### src/design/dir_record_stream_parser_macros.svh
// Assertion helpers used by the directory record parser module.
`ifndef DIR_RECORD_STREAM_PARSER_MACROS_SVH
`define DIR_RECORD_STREAM_PARSER_MACROS_SVH

// The consequent must hold in the same cycle as the antecedent.
`define DRSP_ASSERT_NOW(label, ante, cons) \
  label: assert property (@(posedge clk) disable iff (rst) (ante) |-> (cons)) \
    else $error("dir_record_stream_parser: same-cycle check failed");

// The consequent must hold in the cycle after the antecedent.
`define DRSP_ASSERT_NEXT(label, ante, cons) \
  label: assert property (@(posedge clk) disable iff (rst) (ante) |=> (cons)) \
    else $error("dir_record_stream_parser: next-cycle check failed");

`endif

### src/design/drsp_pkg.sv
`default_nettype none

package drsp_pkg;

  typedef enum logic [1:0] {
    KIND_HEADER   = 2'd0,
    KIND_NAME     = 2'd1,
    KIND_OVERFLOW = 2'd2,
    KIND_BAD_LEN  = 2'd3
  } kind_t;

  // Byte positions inside a record header.
  localparam logic [15:0] OFF_SPAN_LO  = 16'd4;
  localparam logic [15:0] OFF_SPAN_HI  = 16'd5;
  localparam logic [15:0] OFF_NAME_LEN = 16'd6;
  localparam logic [15:0] OFF_TYPE     = 16'd7;
  localparam logic [15:0] HEADER_BYTES = 16'd8;

  typedef struct packed {
    kind_t       kind;
    logic [5:0]  entry_index;
    logic [31:0] entry_inode;
    logic [7:0]  name_len;
    logic [7:0]  type_code;
    logic [7:0]  name_char;
    logic [7:0]  char_position;
  } result_t;

endpackage

`default_nettype wire

### src/design/drsp_decode.sv
`default_nettype none

module drsp_decode #(
  parameter int MAX_ENTRIES = 64,
  parameter int CNT_W       = 7
) (
  input  wire logic [7:0]       data_byte,
  input  wire logic             last_of_directory,
  input  wire logic [15:0]      record_offset,
  input  wire logic [15:0]      record_span,
  input  wire logic [31:0]      inode_accum,
  input  wire logic [7:0]       held_name_len,
  input  wire logic [CNT_W-1:0] entry_count,
  input  wire logic             stopped,
  output logic [15:0]           record_offset_next,
  output logic [15:0]           record_span_next,
  output logic [31:0]           inode_accum_next,
  output logic [7:0]            held_name_len_next,
  output logic [CNT_W-1:0]      entry_count_next,
  output logic                  stopped_next,
  output logic                  res_valid,
  output drsp_pkg::result_t     res
);

  logic [CNT_W+5:0] count_wide;
  logic [CNT_W+5:0] count_less_wide;
  logic [16:0]      off_inc;
  logic [15:0]      name_pos;
  logic             advance;
  logic             full;

  assign count_wide      = {6'd0, entry_count};
  assign count_less_wide = {6'd0, entry_count - CNT_W'(1)};
  assign full            = entry_count >= CNT_W'(MAX_ENTRIES);
  assign off_inc         = {1'b0, record_offset} + 17'd1;
  assign name_pos        = record_offset - drsp_pkg::HEADER_BYTES;

  always_comb begin
    record_offset_next = record_offset;
    record_span_next   = record_span;
    inode_accum_next   = inode_accum;
    held_name_len_next = held_name_len;
    entry_count_next   = entry_count;
    stopped_next       = stopped;
    res_valid          = 1'b0;
    res                = '0;
    advance            = 1'b1;

    if (!stopped) begin
      if (record_offset == 16'd0 && full) begin
        res.kind     = drsp_pkg::KIND_OVERFLOW;
        res_valid    = 1'b1;
        stopped_next = 1'b1;
        advance      = 1'b0;
      end else if (record_offset < drsp_pkg::OFF_SPAN_LO) begin
        case (record_offset[1:0])
          2'd0:    inode_accum_next[7:0]   = data_byte;
          2'd1:    inode_accum_next[15:8]  = data_byte;
          2'd2:    inode_accum_next[23:16] = data_byte;
          default: inode_accum_next[31:24] = data_byte;
        endcase
      end else if (record_offset == drsp_pkg::OFF_SPAN_LO) begin
        record_span_next[7:0] = data_byte;
      end else if (record_offset == drsp_pkg::OFF_SPAN_HI) begin
        record_span_next[15:8] = data_byte;
      end else if (record_offset == drsp_pkg::OFF_NAME_LEN) begin
        held_name_len_next = data_byte;
      end else if (record_offset == drsp_pkg::OFF_TYPE) begin
        res_valid = 1'b1;
        if (record_span < drsp_pkg::HEADER_BYTES) begin
          res.kind     = drsp_pkg::KIND_BAD_LEN;
          stopped_next = 1'b1;
          advance      = 1'b0;
        end else begin
          res.kind        = drsp_pkg::KIND_HEADER;
          res.entry_index = count_wide[5:0];
          res.entry_inode = inode_accum;
          res.name_len    = held_name_len;
          res.type_code   = data_byte;
          if (!full) begin
            entry_count_next = entry_count + CNT_W'(1);
          end
        end
      end else if (name_pos < {8'd0, held_name_len}) begin
        // Name bytes past the record length never get here: the offset wraps first.
        res_valid         = 1'b1;
        res.kind          = drsp_pkg::KIND_NAME;
        res.entry_index   = count_less_wide[5:0];
        res.name_char     = data_byte;
        res.char_position = name_pos[7:0];
      end

      if (advance) begin
        if (off_inc >= {1'b0, drsp_pkg::HEADER_BYTES} && off_inc >= {1'b0, record_span}) begin
          record_offset_next = 16'd0;
        end else begin
          record_offset_next = off_inc[15:0];
        end
      end
    end

    if (last_of_directory) begin
      record_offset_next = '0;
      record_span_next   = '0;
      inode_accum_next   = '0;
      held_name_len_next = '0;
      entry_count_next   = '0;
      stopped_next       = 1'b0;
    end
  end

endmodule

`default_nettype wire

### src/design/dir_record_stream_parser.sv
// Directory record parser: takes directory data one byte per request on the
// input channel (data_byte, last_of_directory) and splits it into records.
// Byte 7 of each record yields a header result (kind 0), every name byte yields
// a name result (kind 1), and padding yields nothing. Too many entries (kind 2)
// or a record length below 8 (kind 3) yields one error result, after which
// bytes are dropped until the byte marked last_of_directory.
// Each accepted byte produces zero or one result. A result appears on the
// output channel in the cycle after its byte is accepted; the parse state and the
// result register are both loaded from the same combinational decode, so one byte can
// be taken every cycle while in_stall is low.
// in_stall is high only while a held result is stalled by out_stall, so a
// stalled output blocks the input and nothing is lost or repeated.
// The byte marked last_of_directory is parsed as usual and then all record
// state clears for the next directory.
// A synchronous reset clears the parse state and empties the output register.
`default_nettype none

module dir_record_stream_parser #(
  parameter int MAX_ENTRIES = 64
) (
  input  wire logic        clk,
  input  wire logic        rst,
  input  wire logic        in_valid,
  output logic             in_stall,
  input  wire logic [7:0]  data_byte,
  input  wire logic        last_of_directory,
  output logic             out_valid,
  input  wire logic        out_stall,
  output logic [1:0]       kind,
  output logic [5:0]       entry_index,
  output logic [31:0]      entry_inode,
  output logic [7:0]       name_len,
  output logic [7:0]       type_code,
  output logic [7:0]       name_char,
  output logic [7:0]       char_position
);

`include "dir_record_stream_parser_macros.svh"

  localparam int CNT_W = $clog2(MAX_ENTRIES + 1);

  logic [15:0]       record_offset;
  logic [15:0]       record_span;
  logic [31:0]       inode_accum;
  logic [7:0]        held_name_len;
  logic [CNT_W-1:0]  entry_count;
  logic              stopped;

  logic [15:0]       record_offset_next;
  logic [15:0]       record_span_next;
  logic [31:0]       inode_accum_next;
  logic [7:0]        held_name_len_next;
  logic [CNT_W-1:0]  entry_count_next;
  logic              stopped_next;

  logic              res_valid;
  drsp_pkg::result_t res;
  drsp_pkg::result_t out_res;
  logic              in_accept;
  logic              out_is_error;

  assign in_stall  = out_valid && out_stall;
  assign in_accept = in_valid && !in_stall;

  drsp_decode #(
    .MAX_ENTRIES (MAX_ENTRIES),
    .CNT_W       (CNT_W)
  ) u_decode (
    .data_byte          (data_byte),
    .last_of_directory  (last_of_directory),
    .record_offset      (record_offset),
    .record_span        (record_span),
    .inode_accum        (inode_accum),
    .held_name_len      (held_name_len),
    .entry_count        (entry_count),
    .stopped            (stopped),
    .record_offset_next (record_offset_next),
    .record_span_next   (record_span_next),
    .inode_accum_next   (inode_accum_next),
    .held_name_len_next (held_name_len_next),
    .entry_count_next   (entry_count_next),
    .stopped_next       (stopped_next),
    .res_valid          (res_valid),
    .res                (res)
  );

  always_ff @(posedge clk) begin
    if (rst) begin
      record_offset <= '0;
      record_span   <= '0;
      inode_accum   <= '0;
      held_name_len <= '0;
      entry_count   <= '0;
      stopped       <= 1'b0;
    end else if (in_accept) begin
      record_offset <= record_offset_next;
      record_span   <= record_span_next;
      inode_accum   <= inode_accum_next;
      held_name_len <= held_name_len_next;
      entry_count   <= entry_count_next;
      stopped       <= stopped_next;
    end
  end

  always_ff @(posedge clk) begin
    if (rst) begin
      out_valid <= 1'b0;
    end else if (in_accept) begin
      out_valid <= res_valid;
    end else if (!out_stall) begin
      out_valid <= 1'b0;
    end
  end

  always_ff @(posedge clk) begin
    if (in_accept) begin
      out_res <= res;
    end
  end

  assign kind          = out_res.kind;
  assign entry_index   = out_res.entry_index;
  assign entry_inode   = out_res.entry_inode;
  assign name_len      = out_res.name_len;
  assign type_code     = out_res.type_code;
  assign name_char     = out_res.name_char;
  assign char_position = out_res.char_position;

  assign out_is_error = out_valid && (out_res.kind == drsp_pkg::KIND_OVERFLOW ||
                                      out_res.kind == drsp_pkg::KIND_BAD_LEN);

  `DRSP_ASSERT_NOW(a_count_bounded, 1'b1, entry_count <= CNT_W'(MAX_ENTRIES))
  `DRSP_ASSERT_NOW(a_offset_in_record, record_offset >= 16'd8, record_offset < record_span)
  `DRSP_ASSERT_NEXT(a_stopped_silent, in_accept && stopped, !out_valid)
  `DRSP_ASSERT_NOW(a_error_fields_clear, out_is_error, entry_index == 6'd0 && entry_inode == 32'd0)

endmodule

`default_nettype wire
### config.mk
export PLATFORM = sky130hd
export DESIGN_NAME = dir_record_stream_parser
export DESIGN_NICKNAME = d
export VERILOG_FILES = /design/src/design/drsp_pkg.sv /design/src/design/drsp_decode.sv /design/src/design/dir_record_stream_parser.sv
export VERILOG_INCLUDE_DIRS = /design/src /design/src/design
export SDC_FILE = /design/constraint.sdc
export NUM_CORES = 1
export LEC_CHECK = 0
export BUFFER_PORTS_ARGS = -buffer_cell sky130_fd_sc_hd__buf_2
export CORE_UTILIZATION = 50
export DETAILED_ROUTE_END_ITERATION = 8
export PLACE_DENSITY_LB_ADDON = 0.08
export RECOVER_POWER = 25
export SLEW_MARGIN = 5
export SYNTH_ARGS = -nofsm -noshare
export SYNTH_HDL_FRONTEND = slang
export SYNTH_HIERARCHICAL = 1
export SYNTH_SLANG_ARGS = --single-unit
### constraint.sdc
create_clock -name clk -period 3.6 [get_ports clk]
set_input_delay 0.72 -clock clk [delete_from_list [all_inputs] [get_ports clk]]
set_output_delay 0.72 -clock clk [all_outputs]
set_load 0.01 [all_outputs]
# [Word level (Yosys, flattened, before mapping)]
# Index checks and enable logic that the tools add are counted.
[word_totals] regBits=153 word_cells=151
[op_classes] add_sub_neg=4 order_cmp=6 n_eq_ne=16 mux=75 bitwise_logic=2 reduce_logical=29
[ops] operator="two-way mux 72 bit" count=4
[ops] operator="two-way mux 16 bit" count=10
[ops] operator="two-way mux 32 bit" count=4
[ops] operator="two-way mux 8 bit" count=15
[ops] operator="two-way mux 7 bit" count=11
[ops] operator="equality test 16 x 3 -> 1 bit, second input constant" count=4
[ops] operator="two-way mux 54 bit" count=1
[ops] operator="two-way mux 48 bit" count=1
[ops] operator="two-way mux 1 bit" count=27
[ops] operator="AND reduction 5 bit" count=5
[ops] operator="nonzero test 2 bit" count=9
[ops] operator="adder 16 x 1 -> 17 bit, second input constant" count=1
[ops] operator="greater-or-equal comparator 17 x 16 -> 1 bit" count=1
[ops] operator="greater-or-equal comparator 17 x 4 -> 1 bit, second input constant" count=1
[ops] operator="zero test 16 bit" count=1
[ops] operator="< comparator 16 x 3 -> 1 bit, second input constant" count=1
[ops] operator="< comparator 16 x 4 -> 1 bit, second input constant" count=1
[ops] operator="< comparator 16 x 8 -> 1 bit" count=1
[ops] operator="!= test 2 bit, second input constant" count=8
[ops] operator="OR reduction 8 bit" count=2
[ops] operator="subtractor 16 x 4 -> 16 bit, second input constant" count=1
[ops] operator="AND reduction 10 bit" count=1
[ops] operator="adder 7 x 1 -> 7 bit, second input constant" count=1
[ops] operator="greater-or-equal comparator 7 bit, second input constant" count=1
[ops] operator="other kinds (14)" count=20

# [Logic depth before layout (Yosys ltp)]
# Gate-level depths: netlist of run 1.
[logic_depth] depth_word=12 ltp_mapped=17 ltp_nobuf=16

# [By module]
# The synthesis of run 1 kept the hierarchy.
[modules_own_cells] mod="dir_record_stream_parser" instances=1 cells_per_inst=424 area_each_um2=6103.4
[modules_own_cells] mod="drsp_decode" instances=1 cells_per_inst=583 area_each_um2=3632.2

# [Least setup slack after synthesis of run 1]
# Ideal clock, no wire load.
[synth_timing] path_type="register -> register" startpoint="register record_offset[0]" endpoint="register record_offset[1]" setup_ps=72 arrival_time_ps=3678 slack_ps=-150 stages_incl_launch_ff=18 path_buffers=1 cell_sequence="dfxtp_1 -> ha_1 -> buf_2 -> nand2_1 -> nor3_1 -> nand4_1 -> xnor2_1 -> ha_1 -> and4_1 -> a221oi_1 -> o21ai_0 -> o21ai_0 -> nand4b_1 -> o31a_1 -> or3b_2 -> a21oi_1 -> nand2b_4 -> mux2i_1"
[synth_via] word_cells_on_any_way=24 classes_between="1 x add/sub; 3 x order compare; 4 x eq/ne; 11 x mux; 5 x reduce/logical"
[synth_lines] item="start, declared" line_no="dir_record_stream_parser.sv:42" source="logic [15:0] record_offset;"
[synth_lines] item="start signal, assigned" line_no="dir_record_stream_parser.sv:96" source="record_offset <= record_offset_next;"
[synth_lines] item="adder 16 x 1 -> 17 bit (*)" line_no="drsp_decode.sv:35" source="assign off_inc = {1'b0, record_offset} + 17'd1;"
[synth_lines] item="greater-or-equal comparator 17 x 4 -> 1 bit or greater-or-equal comparator 17 x 16 -> 1 bit (tied branches)" line_no="drsp_decode.sv:94" source="if (off_inc >= {1'b0, drsp_pkg::HEADER_BYTES} && off_inc >= {1'b0, record_span}) begin"
[synth_lines] item="logical AND 1 bit" line_no="drsp_decode.sv:94"
[synth_lines] item="two-way mux 16 bit (*)" line_no="drsp_decode.sv:94"
[synth_lines] item="two-way mux 16 bit (*)" line_no="drsp_decode.sv:93" source="if (advance) begin"
[synth_lines] item="two-way mux 16 bit (*)" line_no="drsp_decode.sv:49" source="if (!stopped) begin"
[synth_lines] item="two-way mux 16 bit (*)" line_no="drsp_decode.sv:102" source="if (last_of_directory) begin"
[synth_lines] item="named net record_offset_next[1]" line_no="dir_record_stream_parser.sv:49" source="logic [15:0] record_offset_next;"
# The timed path passes the listed nets; every way through them passes the cells marked *. The select of a mux whose other input is x is not followed.
# A chain may end at the register's enable or synchronous reset.

# [Worst setup path in the final report of run 1]
[layout_timing] startpoint="register record_offset[0]" endpoint="register record_offset[14]"
# Same word-level chain as after synthesis.

==> impl_results.md, run 1 <==
- DRC Markers: 0
- Antenna violations before repair: 0
- Maximum VDD drop: 320 uV
- Layout cell share with drive strength beyond 1: 17.7%
- Netlist Area Pre-Place: 9740 um2
- Fill cells: 1,760
- Via/cell ratio: 5.19
- Crit path max fanout: 11
- Max Freq: 289 MHz
- YS warnings: 6
- Proportion of synthesized area in mux cells: 10.9%
- Slew @ Worst Pin: between 2 and 2.5 ns
- Kind of critical path: flop to flop
- HP Class: flop to flop
- Core Area: 18,900 um2
- Fin area: 10,900 um2
- First-pass iteration count of the detailed router: 5
- Largest net degree at the start of global routing: between 100 and 150
- Largest stage delay, worst path: 0.64 ns
- Synth Area in Adders: 4.24%
- Main combinational cell family by area after synthesis: simple AND/OR/NAND/NOR gates
- HP Start: inode_accum[22]
- Sequential share of power: 46.1%
- CTS tree: built
- Synth cell types: a little over 60
- # IOs: 87
- Max stage delay cell, worst path: or4b_2
- Max cap viols: 1
- PwrDens: 369 nW/um2
- Placed cell area: 10,300 um2
- CP Launch Type: flop
- Width of the die: 142 um
- Synth Area in XOR/XNOR: 2.43%
- P_int: 0.00314 W
- Port bufs: 86
- Row count: 50
- Final Total Pwr: 0.00404 W
- Initial Utilization: 51.5%
- CP startpoint: record_offset[0]
- Compound-Gate Fraction of Synth Area: slightly below 6%
- Worst path required time: 3.95 ns
- Detailed-route wire length: 21.3 mm
- Total grt overflow: 0
- Commonest cells post-synth: 148 x nand2b_1, 105 x mux2i_1, 81 x dfxtp_1
- Crit-path leading delay family: simple AND/OR/NAND/NOR gates
- CP bufs+invs: 3
- Clk pwr share: 46.9%
- Syn_nets: 1,053
- Worst skew pair latency: about 0.42 ns
- Tcrit/Tclk final: 96.0%
- Most common cell in the netlist: nand2b_1
- TritonCTS Buffers: 17
- Synthesized area per cell: roughly 9.7 um2
- DR iter-0 viols: 403
- Area delta synth->final: 12.4%
- Crit end category: flop
- H-tree depth: 4
- Minimum clock period: 3.46 ns
- Synthesized instance count: 1,007
- Final hold vios: 0
- Synth top area cells: edfxtp_1 22%, dfxtp_1 17%, mux2i_1 11%, nand2b_1 9.5%, ha_1 4.2%
- Yosys top cell by area: edfxtp_1
- Status: complete, but fails checks
- ANT cells: 0
- Net Sw Frac: between 20% and 30%
- Vias in the first global route: 6,677
- Worst Skew: 0.00963 ns
- Global-route wire length before repair: 34.4 mm
- Die Ht: 142 um
- Post-Layout Cell Count: 1,366
- Via Count: 7,087
- WL per Instance: 15.6 um
- Slew headroom: -63.9%
- Die ar.: 20,000 um2
- Post-synth top area share: between 20% and 30%
- Clk pin slew, worst setup/hold paths: about 0.060 ns
- FF-to-FF Start: record_offset[0]
- Root buf cell: clkbuf_16
- Logic pwr share: 7.0%
- Ys async rst share: 0%
- Static Leak: ~4.3 nW
- Post-DP HPWL: 14.3 mm
- CTS Buffer Depth: 2
- Final Wtd Congestion: 0.811
- Util after Layout: between 50% and 60%
- Failing checks: capacitance limit, slew limit
- Ys flop type: dfxtp_1
- Worst Path Arrival: around 3.8 ns
- Nets@finish: 1,139
- GRT Total Usage: 21.7%
- Final slew viol count: 12
- Crit-path cells: buf_6 -> and4_1 -> buf_4 -> nand2b_1 -> nor2_1 -> xor2_1 -> ha_1 -> nor2b_1 -> o21ai_1 -> a21oi_1 -> nand4b_1 -> buf_4 -> or4b_2 -> a21oi_2 -> nand2b_1 -> mux2i_1
- Yosys reg bits: 153
- EDFF count, synth: 72
- Post-CTS Hold Fix Bufs: 0
- Routed Antenna Nets: 0
- Slack of the critical path: about 0.14 ns
- Synth Area in Simple Gates: between 20% and 30%
- Place WS: -0.0243 ns
- # setup viols final: 0
- Post-synthesis sequential area ratio: 38.9%
- Net Sw Power: about 0.0009 W
- Placed insts: 1,329
- CTS sink count: 153
==> power groups by stage <==
| stage | Combinational (W) | Sequential, W | Clock [W] |
|---|---|---|---|
| final | 0.000282 | 0.00186 | 0.00190 |
| after global routing | 0.000304 | 0.00187 | 0.00200 |
| after CTS | 0.000287 | 0.00186 | 0.00193 |
| after detailed placement | 0.000284 | 0.00190 | 0 |
| after global placement | 0.000281 | 0.00190 | 0 |
| after floorplan | 0.000215 | 0.00192 | 0 |
==> per-stage QoR <==
stage	TNS, ns	hold slack, ns
6_report	0	0.481
5_1_grt	-0.00559	0.500
4_1_cts	0	0.487
3_5_place_dp	-0.0420	0.477
3_3_place_gp	0	0.471
2_1_floorplan	-0.0133	0.445
==> cell usage in the layout, fill, tap and decap left out, types with 3 or more instances in the layout <==
| cell | count |
|---|---|
| a211oi_1 | 4 |
| a21o_1 | 4 |
| a21oi_1 | 58 |
| and2_1 | 53 |
| buf_12 | 3 |
| buf_2 | 57 |
| buf_4 | 55 |
| bufinv_16 | 4 |
| clkbuf_1 | 30 |
| clkbuf_16 | 17 |
| clkinv_4 | 3 |
| dfxtp_1 | 77 |
| edfxtp_1 | 72 |
| ha_1 | 32 |
| inv_1 | 32 |
| mux2i_1 | 105 |
| nand2_1 | 59 |
| nand2b_1 | 148 |
| nand2b_4 | 19 |
| nand3_1 | 44 |
| nand3b_1 | 5 |
| nand4_1 | 11 |
| nor2_1 | 63 |
| nor2b_1 | 10 |
| nor3_1 | 22 |
| nor3b_1 | 4 |
| nor4_1 | 5 |
| o211ai_1 | 3 |
| o21ai_0 | 12 |
| o21ai_1 | 4 |
| or3_1 | 5 |
| xnor2_1 | 16 |
| xor2_1 | 11 |
==> final timing paths <==
kind                                           to  slack, ns  cells past startpoint
worst max-delay path            record_offset[14]       0.14                     16
worst min-delay path              inode_accum[22]       0.48                      2
worst max register to register  record_offset[14]       0.14                     16
worst min register to register    inode_accum[22]       0.48                      2
==> repair_timing <==
| item | CTS | global route |
|---|---|---|
| setup buffers | 2 | 2 |
| gates resized for setup | 2 | 15 |
| gates cloned | 1 | 0 |
| pin swaps | 1 | 13 |
| endpoints found under the setup margin | 3 | 10 |
==> registers in the layout (all words and copies together) (netlist names) <==
name and count:
entry_count 7, inode_accum 32, kind 2, name_char 8
entry_index 6, name_len 8, type_code 8, char_position 8
record_span 16, out_valid 1, record_offset 16, entry_inode 32
stopped 1, held_name_len 8
==> per-layer routing <==
layer	part of all wire, %	up-vias	GRT usage, %
li1	-	3601	-
met1	49	3348	29.2
met2	47	119	36.6
met3	2.9	19	3.07
met4	1.0	0	5.66
met5	0	-	0
==> cell families (layout without fill, tap and decap cells) <==
group,after synthesis,in the layout
mux,106,106
compound gates,101,102
xor+xnor,27,27
simple gates,476,476
fa+ha+maj,33,33
flops,153,153
buf+inv,111,209
==> worst reg2reg max path, cell delays in order (launching register included) <==
cell      delay [ns]
dfxtp_4         0.36
buf_6           0.15
and4_1          0.22
buf_4           0.16
nand2b_1        0.11
nor2_1          0.14
xor2_1          0.24
ha_1            0.29
nor2b_1         0.14
o21ai_1         0.14
a21oi_1         0.08
nand4b_1        0.24
buf_4           0.18
or4b_2          0.64
a21oi_2         0.13
nand2b_1        0.06
mux2i_1         0.12
==> layout make-up <==
| cell class | count | area [um2] | share of cell area (%) |
|---|---|---|---|
| inverters | 32 | 120 | 1.10 |
| clock inverters | 13 | 193 | 1.76 |
| clock buffers | 19 | 433 | 3.96 |
| multi-input cells | 744 | 5190 | 47.5 |
| well taps | 260 | 325 | 2.97 |
| flip-flops and latches | 153 | 3790 | 34.7 |
| repair buffers | 145 | 886 | 8.09 |
(Power assumes the default switching activity.)
==> run 2, diff against run 1 <==
==> constraint.sdc (replaced) <==
create_clock -name clk -period 3.6 [get_ports clk]
set_input_delay 0.18 -clock clk [delete_from_list [all_inputs] [get_ports clk]]
set_output_delay 0.18 -clock clk [all_outputs]
set_load 0.01 [all_outputs]
==> impl_results.md, run 2 (synthesis results as in run 1) <==
- WL per Instance: 15.8 um
- Largest net degree at the start of global routing: 67
- Global-route wire length before repair: 35.0 mm
- Die Ht: 142 um
- Net Sw Frac: 25.3%
- HP Class: input port to flop
- Max Freq: around 290 MHz
- Final Wtd Congestion: ~0.9
- CTS Buffer Depth: 2
- Port bufs: 86
- DR WL met3: around 680 um
- Worst path required time: 3.88 ns
- Total negative slack: 0 ns
- Area delta synth->final: 12.1%
- ANT cells: 0
- DRC Markers: 0
- Tcrit/Tclk final: 94.5%
- Worst Skew: 0.0109 ns
- Root buf cell: clkbuf_16
- M1 WL: around 11 mm
- Max cap viols: 0
- Post-Layout Cell Count: 1,369
- Static Leak: 4.16 nW
- Layout cell share with drive strength beyond 1: 14.9%
- Seq. cell area: roughly 3800 um2
- Via/cell ratio: 5.21
- PwrDens: 357 nW/um2
- Antenna violations before repair: 0
- Net Sw Power: between 0.0009 and 0.001 W
- Post-DP HPWL: roughly 15 mm
- Worst Path Arrival: 3.69 ns
- Row count: 50
- # IOs: 87
- GRT Total Usage: about 22%
- Max stage delay cell, worst path: nor2_1
- Crit path max fanout: 11
- RSZ-0062 raised after global routing: false
- Crit-path cells: buf_4 -> nor3_1 -> xor2_1 -> ha_1 -> nor2b_1 -> o21ai_0 -> o2111a_1 -> o211ai_1 -> nor2_1 -> and2_1
- CTS tree: built
- Final hold vios: 0
- Slew @ Worst Pin: 0.968 ns
- Detailed-route wire length: approximately 22 mm
- Vias in the first global route: 6,693
- CP Launch Type: flop
- Placed insts: approximately 1,300
- Worst skew pair latency: 0.43 ns
- Initial Utilization: 51.5%
- Width of the die: 142 um
- # setup viols final: 0
- First-pass iteration count of the detailed router: 7
- DR iter-0 viols: between 300 and 400
- Nets@finish: ~1,100
- Fill cells: between 1,500 and 2,000
- Sequential share of power: 47.8%
- Clk pin slew, worst setup/hold paths: around 0.07 ns
- H-tree depth: 4
- Commonest non-fill, non-tap cell in the layout: nand2b_1
- Final slew viol count: 0
- Via Count: 7,134
- Largest stage delay, worst path: around 0.74 ns
- CTS sink count: 153
- Routed Antenna Nets: 0
- Footprint of the multi-input gates: 5260 um2
- TritonCTS Buffers: 17
- Crit end category: flop
- Top Layer Used: met4
- Die ar.: 20,000 um2
- Minimum clock period: between 3 and 4 ns
- Total grt overflow: 0
- Status: finished, final reports clean
- P_int: about 0.0029 W
- Clk pwr share: 45.2%
- Kind of critical path: flop to flop
- Commonest cells after routing, fill and taps aside: 147 x nand2b_1, 105 x mux2i_1, 77 x dfxtp_1, 73 x clkbuf_1, 72 x edfxtp_1
- Logic pwr share: 7.1%
- Met2 routed WL: 10.1 mm
- Slew headroom: about a third
- Core Area: 18,900 um2
- Maximum VDD drop: about 330 uV
run 2: cell types whose count changed in the layout (fill, tap and decap cells not counted), moves of 3 or more:
cell,change
clkbuf_1,+43
buf_2,-45
inv_6,+4
bufinv_16,-4
xnor2_1,-3
xnor2_2,+3
clkinv_4,-3
buf_4,+4
run 2: layout make-up:
type                       count  share of cell area [%]
multi-input combinational    744                    48.2
sequential                   153                    34.7
inverter                      32                    1.10
timing repair buffer         148                    7.69
tap                          260                    2.98
clock inverter                14                    1.17
clock buffer                  18                    4.13
run 2: metal layers:
layer,up-vias,global-route usage (%)
met5,-,0
met4,0,6.68
met3,21,2.97
met2,134,36.4
met1,3361,30.4
li1,3618,-
run 2: path summary, 6_finish.rpt:
| path | from | to | slack (ns) | cells after the start |
|---|---|---|---|---|
| worst max-delay path | record_offset[3] | char_position[7] | 0.20 | 10 |
| worst min-delay path | in_valid | out_valid | 0.02 | 3 |
| worst max register to register | record_offset[3] | char_position[7] | 0.20 | 10 |
| worst min register to register | inode_accum[13] | inode_accum[13] | 0.49 | 2 |
run 2: what timing repair did:
item / CTS / global route
hold buffers: 0 / 0
setup endpoints to repair: 3 / 18
cloned: 1 / 0
hold endpoints to repair: 0 / 0
gates resized for setup: 2 / 24
pin swaps: 2 / 16
setup buffers: 2 / 2
run 2: power groups by stage:
stage	Sequential [W]	Combinational (W)	Clock (W)
floorplan	0.00192	0.000215	0
finish	0.00186	0.000276	0.00176
global route	0.00187	0.000298	0.00187
detailed placement	0.00190	0.000283	0
global placement	0.00190	0.000281	0
CTS	0.00186	0.000285	0.00180
run 2: stage by stage:
step           hold slack, ns  total power [W]  setup WS (ns)  util, %  instance area (um2)
4_1_cts                0.0132          0.00394        0.00538     57.6                10900
3_5_place_dp            0.464          0.00218        -0.0185     54.4                10300
6_report               0.0177          0.00390          0.196     57.8                10900
2_1_floorplan           0.328          0.00213        -0.0133        -                 9750
3_3_place_gp            0.441          0.00218         0.0320     54.4                10300
5_1_grt                0.0428          0.00403        0.00511     57.8                10900
run 2: critical path, delay by kind of cell, from the launching register on:
kind / cells / cell delay, ns
AND/OR/NAND/NOR: 4 / 1.42
AO/OA/AOI/OAI: 3 / 0.70
flip-flops: 1 / 0.35
adder cells (fa/ha/maj): 1 / 0.31
XOR/XNOR: 1 / 0.33
buffers and inverters: 1 / 0.16
